--- config.mk ---
export PLATFORM = sky130hd
export DESIGN_NAME = ate_cell
export DESIGN_NICKNAME = d
export VERILOG_FILES = /design/src/ate_pkg.sv /design/src/ate_cell.sv
export SDC_FILE = /design/constraint.sdc
export NUM_CORES = 1
export LEC_CHECK = 0
export ABC_AREA = 1
export BUFFER_PORTS_ARGS = -buffer_cell sky130_fd_sc_hd__buf_2
export CORE_MARGIN = 5
export CORE_UTILIZATION = 35
export CTS_CLUSTER_SIZE = 10
export DETAILED_ROUTE_END_ITERATION = 12
export PLACE_DENSITY = 0.69
export SETUP_SLACK_MARGIN = 0.3
export SLEW_MARGIN = 20
export SYNTH_ARGS = -nofsm -noshare
export SYNTH_HDL_FRONTEND = slang
export SYNTH_SLANG_ARGS = --single-unit
export TNS_END_PERCENT = 20
--- constraint.sdc ---
create_clock -name clk -period 3.1 [get_ports clk]
set_clock_uncertainty 0.2 [all_clocks]
set_input_delay 0.155 -clock clk [delete_from_list [all_inputs] [get_ports clk]]
set_output_delay 0.155 -clock clk [all_outputs]
set_load 0.05 [all_outputs]
--- src/ate_pkg.sv ---
// alarm table engine package: opcodes, result codes, transaction and packet types
// no dependencies; used by every other file of the block
package ate_pkg;

    localparam int NUM_SLOTS_DEF = 8;

    localparam logic [16:0] SEC_PER_DAY = 17'd86400;

    localparam logic [2:0] OP_DELETE  = 3'd0;
    localparam logic [2:0] OP_SET     = 3'd1;
    localparam logic [2:0] OP_CYCLE   = 3'd2;
    localparam logic [2:0] OP_AT_DAY  = 3'd3;
    localparam logic [2:0] OP_RESET   = 3'd4;
    localparam logic [2:0] OP_CLEANUP = 3'd5;
    localparam logic [2:0] OP_TICK    = 3'd6;

    localparam logic [1:0] KIND_RSP   = 2'd0;
    localparam logic [1:0] KIND_FIRED = 2'd1;
    localparam logic [1:0] KIND_IDLE  = 2'd2;

    localparam logic [1:0] ERR_NONE  = 2'd0;
    localparam logic [1:0] ERR_PARAM = 2'd1;
    localparam logic [1:0] ERR_PROC  = 2'd2;
    localparam logic [1:0] ERR_OPC   = 2'd3;

    typedef struct packed {
        logic [2:0]  opcode;
        logic [15:0] caller_pid;
        logic [31:0] alarm_handle;
        logic [15:0] signal_code;
        logic [31:0] interval_ticks;
        logic [31:0] target_day;
        logic [16:0] target_second;
        logic [31:0] now_day;
        logic [16:0] now_second;
    } in_item_t;

    typedef struct packed {
        logic [1:0]  kind;
        logic        ok;
        logic [31:0] result_id;
        logic [1:0]  error_code;
        logic [15:0] target_pid;
        logic [15:0] fired_signal;
        logic [3:0]  fired_count;
        logic        last;
    } out_item_t;

    // command packet travelling down the row of slot cells
    typedef struct packed {
        logic [2:0]  op;
        logic [15:0] pid;
        logic [31:0] aid;
        logic [15:0] sig;
        logic [31:0] ivl;
        logic [31:0] tday;
        logic [16:0] tsec;
        logic [31:0] nday;
        logic [16:0] nsec;
        logic [31:0] rid;
        logic [1:0]  err;
        logic        done;
        logic        pend;
        logic [15:0] ppid;
        logic [15:0] psig;
        logic [3:0]  cnt;
    } pkt_t;

endpackage

--- src/ate_cell.sv ---
// one alarm slot: holds the slot state and applies the passing command packet
// depends on ate_pkg
module ate_cell (
    input  logic               clk,
    input  logic               rst_n,
    input  logic               stall,
    input  logic               vin,
    input  ate_pkg::pkt_t      pin,
    output logic               vout,
    output ate_pkg::pkt_t      pout,
    output logic               emit,
    output ate_pkg::out_item_t emit_res
);

    logic          vld_reg;
    ate_pkg::pkt_t pkt_reg, pkt_next;
    logic [31:0]   ident_reg, ident_next;
    logic [15:0]   owner_reg, owner_next;
    logic [15:0]   sig_reg, sig_next;
    logic [31:0]   rem_reg, rem_next;
    logic [31:0]   day_reg, day_next;
    logic [16:0]   sec_reg, sec_next;
    logic [31:0]   per_reg, per_next;

    logic active, used, own, due;

    assign active = vin && (pin.err == ate_pkg::ERR_NONE);
    assign used   = (ident_reg != 32'd0);
    assign own    = used && (owner_reg == pin.pid);
    assign due    = (rem_reg == 32'd0)
                    ? ((pin.nday > day_reg) || ((pin.nday == day_reg) && (pin.nsec >= sec_reg)))
                    : (rem_reg == 32'd1);

    // apply the packet to this slot
    always_comb
    begin
        pkt_next   = pin;
        ident_next = ident_reg;
        owner_next = owner_reg;
        sig_next   = sig_reg;
        rem_next   = rem_reg;
        day_next   = day_reg;
        sec_next   = sec_reg;
        per_next   = per_reg;
        emit       = 1'b0;
        emit_res   = '0;
        if (active)
        begin
            case (pin.op)
                ate_pkg::OP_DELETE, ate_pkg::OP_CLEANUP:
                begin
                    if (own && (pin.pid != 16'd0) && ((pin.op == ate_pkg::OP_CLEANUP) ||
                        (pin.aid == 32'd0) || (ident_reg == pin.aid)))
                    begin
                        ident_next = '0;
                        owner_next = '0;
                        sig_next   = '0;
                        rem_next   = '0;
                        day_next   = '0;
                        sec_next   = '0;
                        per_next   = '0;
                    end
                end
                ate_pkg::OP_SET, ate_pkg::OP_CYCLE, ate_pkg::OP_AT_DAY:
                begin
                    if (!used && !pin.done)
                    begin
                        pkt_next.done = 1'b1;
                        ident_next = pin.rid;
                        owner_next = pin.pid;
                        sig_next   = pin.sig;
                        if (pin.op == ate_pkg::OP_AT_DAY)
                        begin
                            rem_next = '0;
                            per_next = '0;
                            day_next = pin.tday;
                            sec_next = pin.tsec;
                        end
                        else
                        begin
                            rem_next = pin.ivl;
                            per_next = (pin.op == ate_pkg::OP_CYCLE) ? pin.ivl : 32'd0;
                            day_next = '0;
                            sec_next = '0;
                        end
                    end
                end
                ate_pkg::OP_RESET:
                begin
                    if (own && (ident_reg == pin.aid) && !pin.done)
                    begin
                        pkt_next.done = 1'b1;
                        sig_next = pin.sig;
                        rem_next = pin.ivl;
                        day_next = '0;
                        sec_next = '0;
                    end
                end
                ate_pkg::OP_TICK:
                begin
                    if (used && due)
                    begin
                        // the previous firing is now known not to be the last one
                        if (pin.pend)
                        begin
                            emit                  = 1'b1;
                            emit_res.kind         = ate_pkg::KIND_FIRED;
                            emit_res.ok           = 1'b1;
                            emit_res.target_pid   = pin.ppid;
                            emit_res.fired_signal = pin.psig;
                            emit_res.fired_count  = pin.cnt;
                        end
                        pkt_next.pend = 1'b1;
                        pkt_next.ppid = owner_reg;
                        pkt_next.psig = sig_reg;
                        pkt_next.cnt  = pin.cnt + 4'd1;
                        if (per_reg != 32'd0)
                        begin
                            rem_next = per_reg;
                        end
                        else
                        begin
                            ident_next = '0;
                            owner_next = '0;
                            sig_next   = '0;
                            rem_next   = '0;
                            day_next   = '0;
                            sec_next   = '0;
                            per_next   = '0;
                        end
                    end
                    else if (used && (rem_reg > 32'd1))
                    begin
                        rem_next = rem_reg - 32'd1;
                    end
                end
                default:
                begin
                    pkt_next = pin;
                end
            endcase
        end
    end

    // slot state and packet hand-off
    always_ff @(posedge clk or negedge rst_n)
    begin
        if (!rst_n)
        begin
            vld_reg   <= 1'b0;
            ident_reg <= '0;
            owner_reg <= '0;
            sig_reg   <= '0;
            rem_reg   <= '0;
            day_reg   <= '0;
            sec_reg   <= '0;
            per_reg   <= '0;
        end
        else if (!stall)
        begin
            vld_reg   <= vin;
            ident_reg <= ident_next;
            owner_reg <= owner_next;
            sig_reg   <= sig_next;
            rem_reg   <= rem_next;
            day_reg   <= day_next;
            sec_reg   <= sec_next;
            per_reg   <= per_next;
        end
    end

    always_ff @(posedge clk)
    begin
        if (!stall)
        begin
            pkt_reg <= pkt_next;
        end
    end

    assign vout = vld_reg;
    assign pout = pkt_reg;

endmodule

==> flow_summary.ini <==
[yosys]
yosys_warnings = 0
syn_inst = 2228
async_flop_share = 0.398
netlist-cell-type-count = 41
yosysSeqAreaShare = 0.595
postSynthAreaPerCell_um2 = 9.45
synthFlopType = edfxtp_1
synth_edf_count = 269
mappedNetlistArea_um2 = 21000
synth_seq_cells = 447

[setup_path]
worstSetupStartpointType = flip-flop
r2r_cells = 21
reg2reg_slack_ns = 0
required_ns = 2.74
path_class = reg -> out
cp-end-kind = output pin
reg2reg_from = day_reg[27]
startpoint = day_reg[27]
crit_fanout = 7
arrival_ns = 3.05
reg2reg_to = pout[10]

[finish]
fin_nets = 3480
design_area_um2 = 31700
area_growth_pct = 50.6
final-seq-area_um2 = 12500
n_fill_cell = 4930
largest_reg_flops = 269
layout-drive-gt1-share = 0.347
multi_input_area_um2 = 8240

[placed_design]
dp_hpwl_mm = 50.0
place_ws_ns = -0.0151
portBuffers = 581
placed_area_um2 = 25100
place_congestion = 0.862

[sta]
hold_viol = 0
worst_slack_ns = -0.309
fmax_mhz = 293
rsz0062_at_grt = yes
worst_slew_pin_slew_ns = 0.744
final_max_slew_viol_count = 0
final.min_clock_period_ns = 3.41
setup_viol = 39
min_period_over_period = 1.10
slew_headroom = 0.504
finalSetupTns_ns = -9.85

[global_route]
use_met3 = 0.0530
overflow = 0
use_met2 = 0.379
first_global_vias = 18300
grt_pass1_wl_mm = 108
use_met1 = 0.256
track_usage = 0.215
antenna_found_initial = 8
grt-busiest-layer = met2
grt_max_degree = 111

[die]
die_x_um = 255
die_height_um = 255
start_util = 0.355
ios = 618
coreArea_um2 = 59200
rows = 89
die_area_um2 = 65100

[clock_network]
cts_tree = yes
numCtsBuffers = 53
cts.sink_count = 447
root_buffer = clkbuf_16
clkTransAtPathRegs_ns = 0.06
clk_latency_ns = 0.59
cts_max_path_buffers = 3
htreeDepth = 2

[power]
p_per_area_nw_per_um2 = 593
p_leak_nw = 14.8
ir_drop_v = 0.000421

[routing]
vias = 18900
wl_mm = 77.1
firstDrtPassIters = 5
wire_per_inst_um = 19.4
drt_iter0_markers = 1289
avgViaCountPerCell = 4.74
drc = 0
ant_nets = 0

[flow_run]
drv_cap = 0

[hold_path]
whs_endpoint = pout[36]
hold_path_class = in -> reg
worstHoldPathCells = 3
min-delay-start = stall

[outcome]
violations = negative setup slack
status = finished with violations
==> stage by stage <==
| step | utilization | hold WS (ns) | power (mW) | instances |
|---|---|---|---|---|
| floorplan | - | -0.341 | 10.7 | 2263 |
| global placement | 0.423 | 0.00366 | 12.0 | 3562 |
| detailed placement | 0.423 | 0.00594 | 12.1 | 3562 |
| CTS | 0.511 | 0.0497 | 18.4 | 3956 |
| global route | 0.535 | 0.0659 | 19.7 | 3977 |
| finish | 0.535 | 0.0858 | 18.8 | 3979 |
==> cell usage in the layout (no fill, tap or decap), drive strengths merged <==
master       synthesis  final
edfxtp             269    269
a21o                 4      4
or2                  6      6
conb                 1     36
buf                 83    671
nand2              749    749
inv                296    297
nor3b                2      2
nor4                 5      5
nor2               176    176
xor2                24     24
o2111ai              1      1
o31ai                1      1
diode                0      6
a21oi               22     22
clkinv               2      4
nand3b               1      1
nor3                21     21
clkinvlp             0      2
xnor2               35     35
and3                 1      1
nand4               23     23
o21ai              213    213
ha                  52     52
clkbuf              28     98
o22ai                3      3
dlygate4sd3          0    273
o21a                 3      3
dfrtp              178    178
nand3               29     30
==> cells by family (layout without fill, tap and decap cells) <==
group / count (synthesis) / in the layout / share of synthesized area
AOI/OAI and AO/OA: 247 / 247 / 0.0665
xor gates and xnor gates: 59 / 59 / 0.0246
adders and majority gates: 52 / 52 / 0.0309
buffers and inverters: 409 / 1345 / 0.0885
DFF: 447 / 447 / 0.595
other: 1 / 42 / 0.000178
and+or+nand+nor: 1013 / 1014 / 0.194
==> per-layer routing <==
| layer | share of wire | up-vias | wire length (um) |
|---|---|---|---|
| met2 | 0.50 | 827 | 38500 |
| met3 | 0.082 | 173 | 6340 |
| met5 | 0.00036 | - | 28 |
| met4 | 0.041 | 6 | 3150 |
| li1 | - | 8910 | - |
| met1 | 0.38 | 8958 | 29100 |
==> power breakdown <==
part	internal (mW)	total (mW)	switching, mW
logic	1.90	5.36	3.46
clock network	3.40	5.90	2.50
registers	7.06	7.54	0.488
total	12.4	18.8	6.45
==> synth_stat cells (all sizes together) (2+ instances only) <==
master / count / area [um^2]
o22ai: 3 / 18.8
clkbuf: 28 / 105
o21a: 3 / 22.5
nand2: 749 / 2850
inv: 296 / 1110
dfrtp: 178 / 4450
clkinv: 2 / 7.51
nor2: 176 / 696
nand3: 29 / 170
ha: 52 / 651
nor3: 21 / 120
edfxtp: 269 / 8080
a21o: 4 / 30.0
a21oi: 22 / 110
xor2: 24 / 210
nor3b: 2 / 15.0
nand4: 23 / 144
buf: 83 / 638
nor4: 5 / 37.5
o21ai: 213 / 1200
xnor2: 35 / 307
or2: 6 / 37.5
==> critical path: stages (launching register included) <==
cell and delay (ns):
dfrtp_1 0.39, inv_1 0.06, ha_1 0.31, nand2_2 0.07
nor2_1 0.14, nand2_2 0.10, nor2_4 0.17, nand2_1 0.08
nand2_2 0.09, nand2_4 0.08, nand2_4 0.07, nand3_4 0.06
nor2_4 0.15, nand2_4 0.10, buf_12 0.14, buf_16 0.16
nor2_4 0.13, buf_12 0.15
==> final cells by class <==
type	count	share of cell area
inverter	298	0.0356
timing repair buffer	947	0.228
antenna	6	0.000474
sequential	447	0.395
tap	773	0.0305
multi-input combinational	1408	0.260
clock buffer	95	0.0495
clock inverter	5	0.00107
==> repair_timing <==
action	4_1_cts	5_1_grt
hold buffers	274	0
endpoints found under the setup margin	252	252
gates cloned	4	2
setup buffers	16	15
resized for setup	173	340
pin swaps	22	62
endpoints found under the hold margin	625	0
==> worst max-delay path by stage <==
stage,to,cells past startpoint,slack (ns)
2_1_floorplan,sig_reg[0],7,-1.77
3_3_place_gp,pout[31],19,0.01
3_5_place_dp,emit,18,-0.02
4_1_cts,emit_res[35],17,-0.36
5_1_grt,emit_res[34],21,-0.50
6_report,emit_res[34],17,-0.31
No activity file was read; power rests on OpenSTA's default activity.
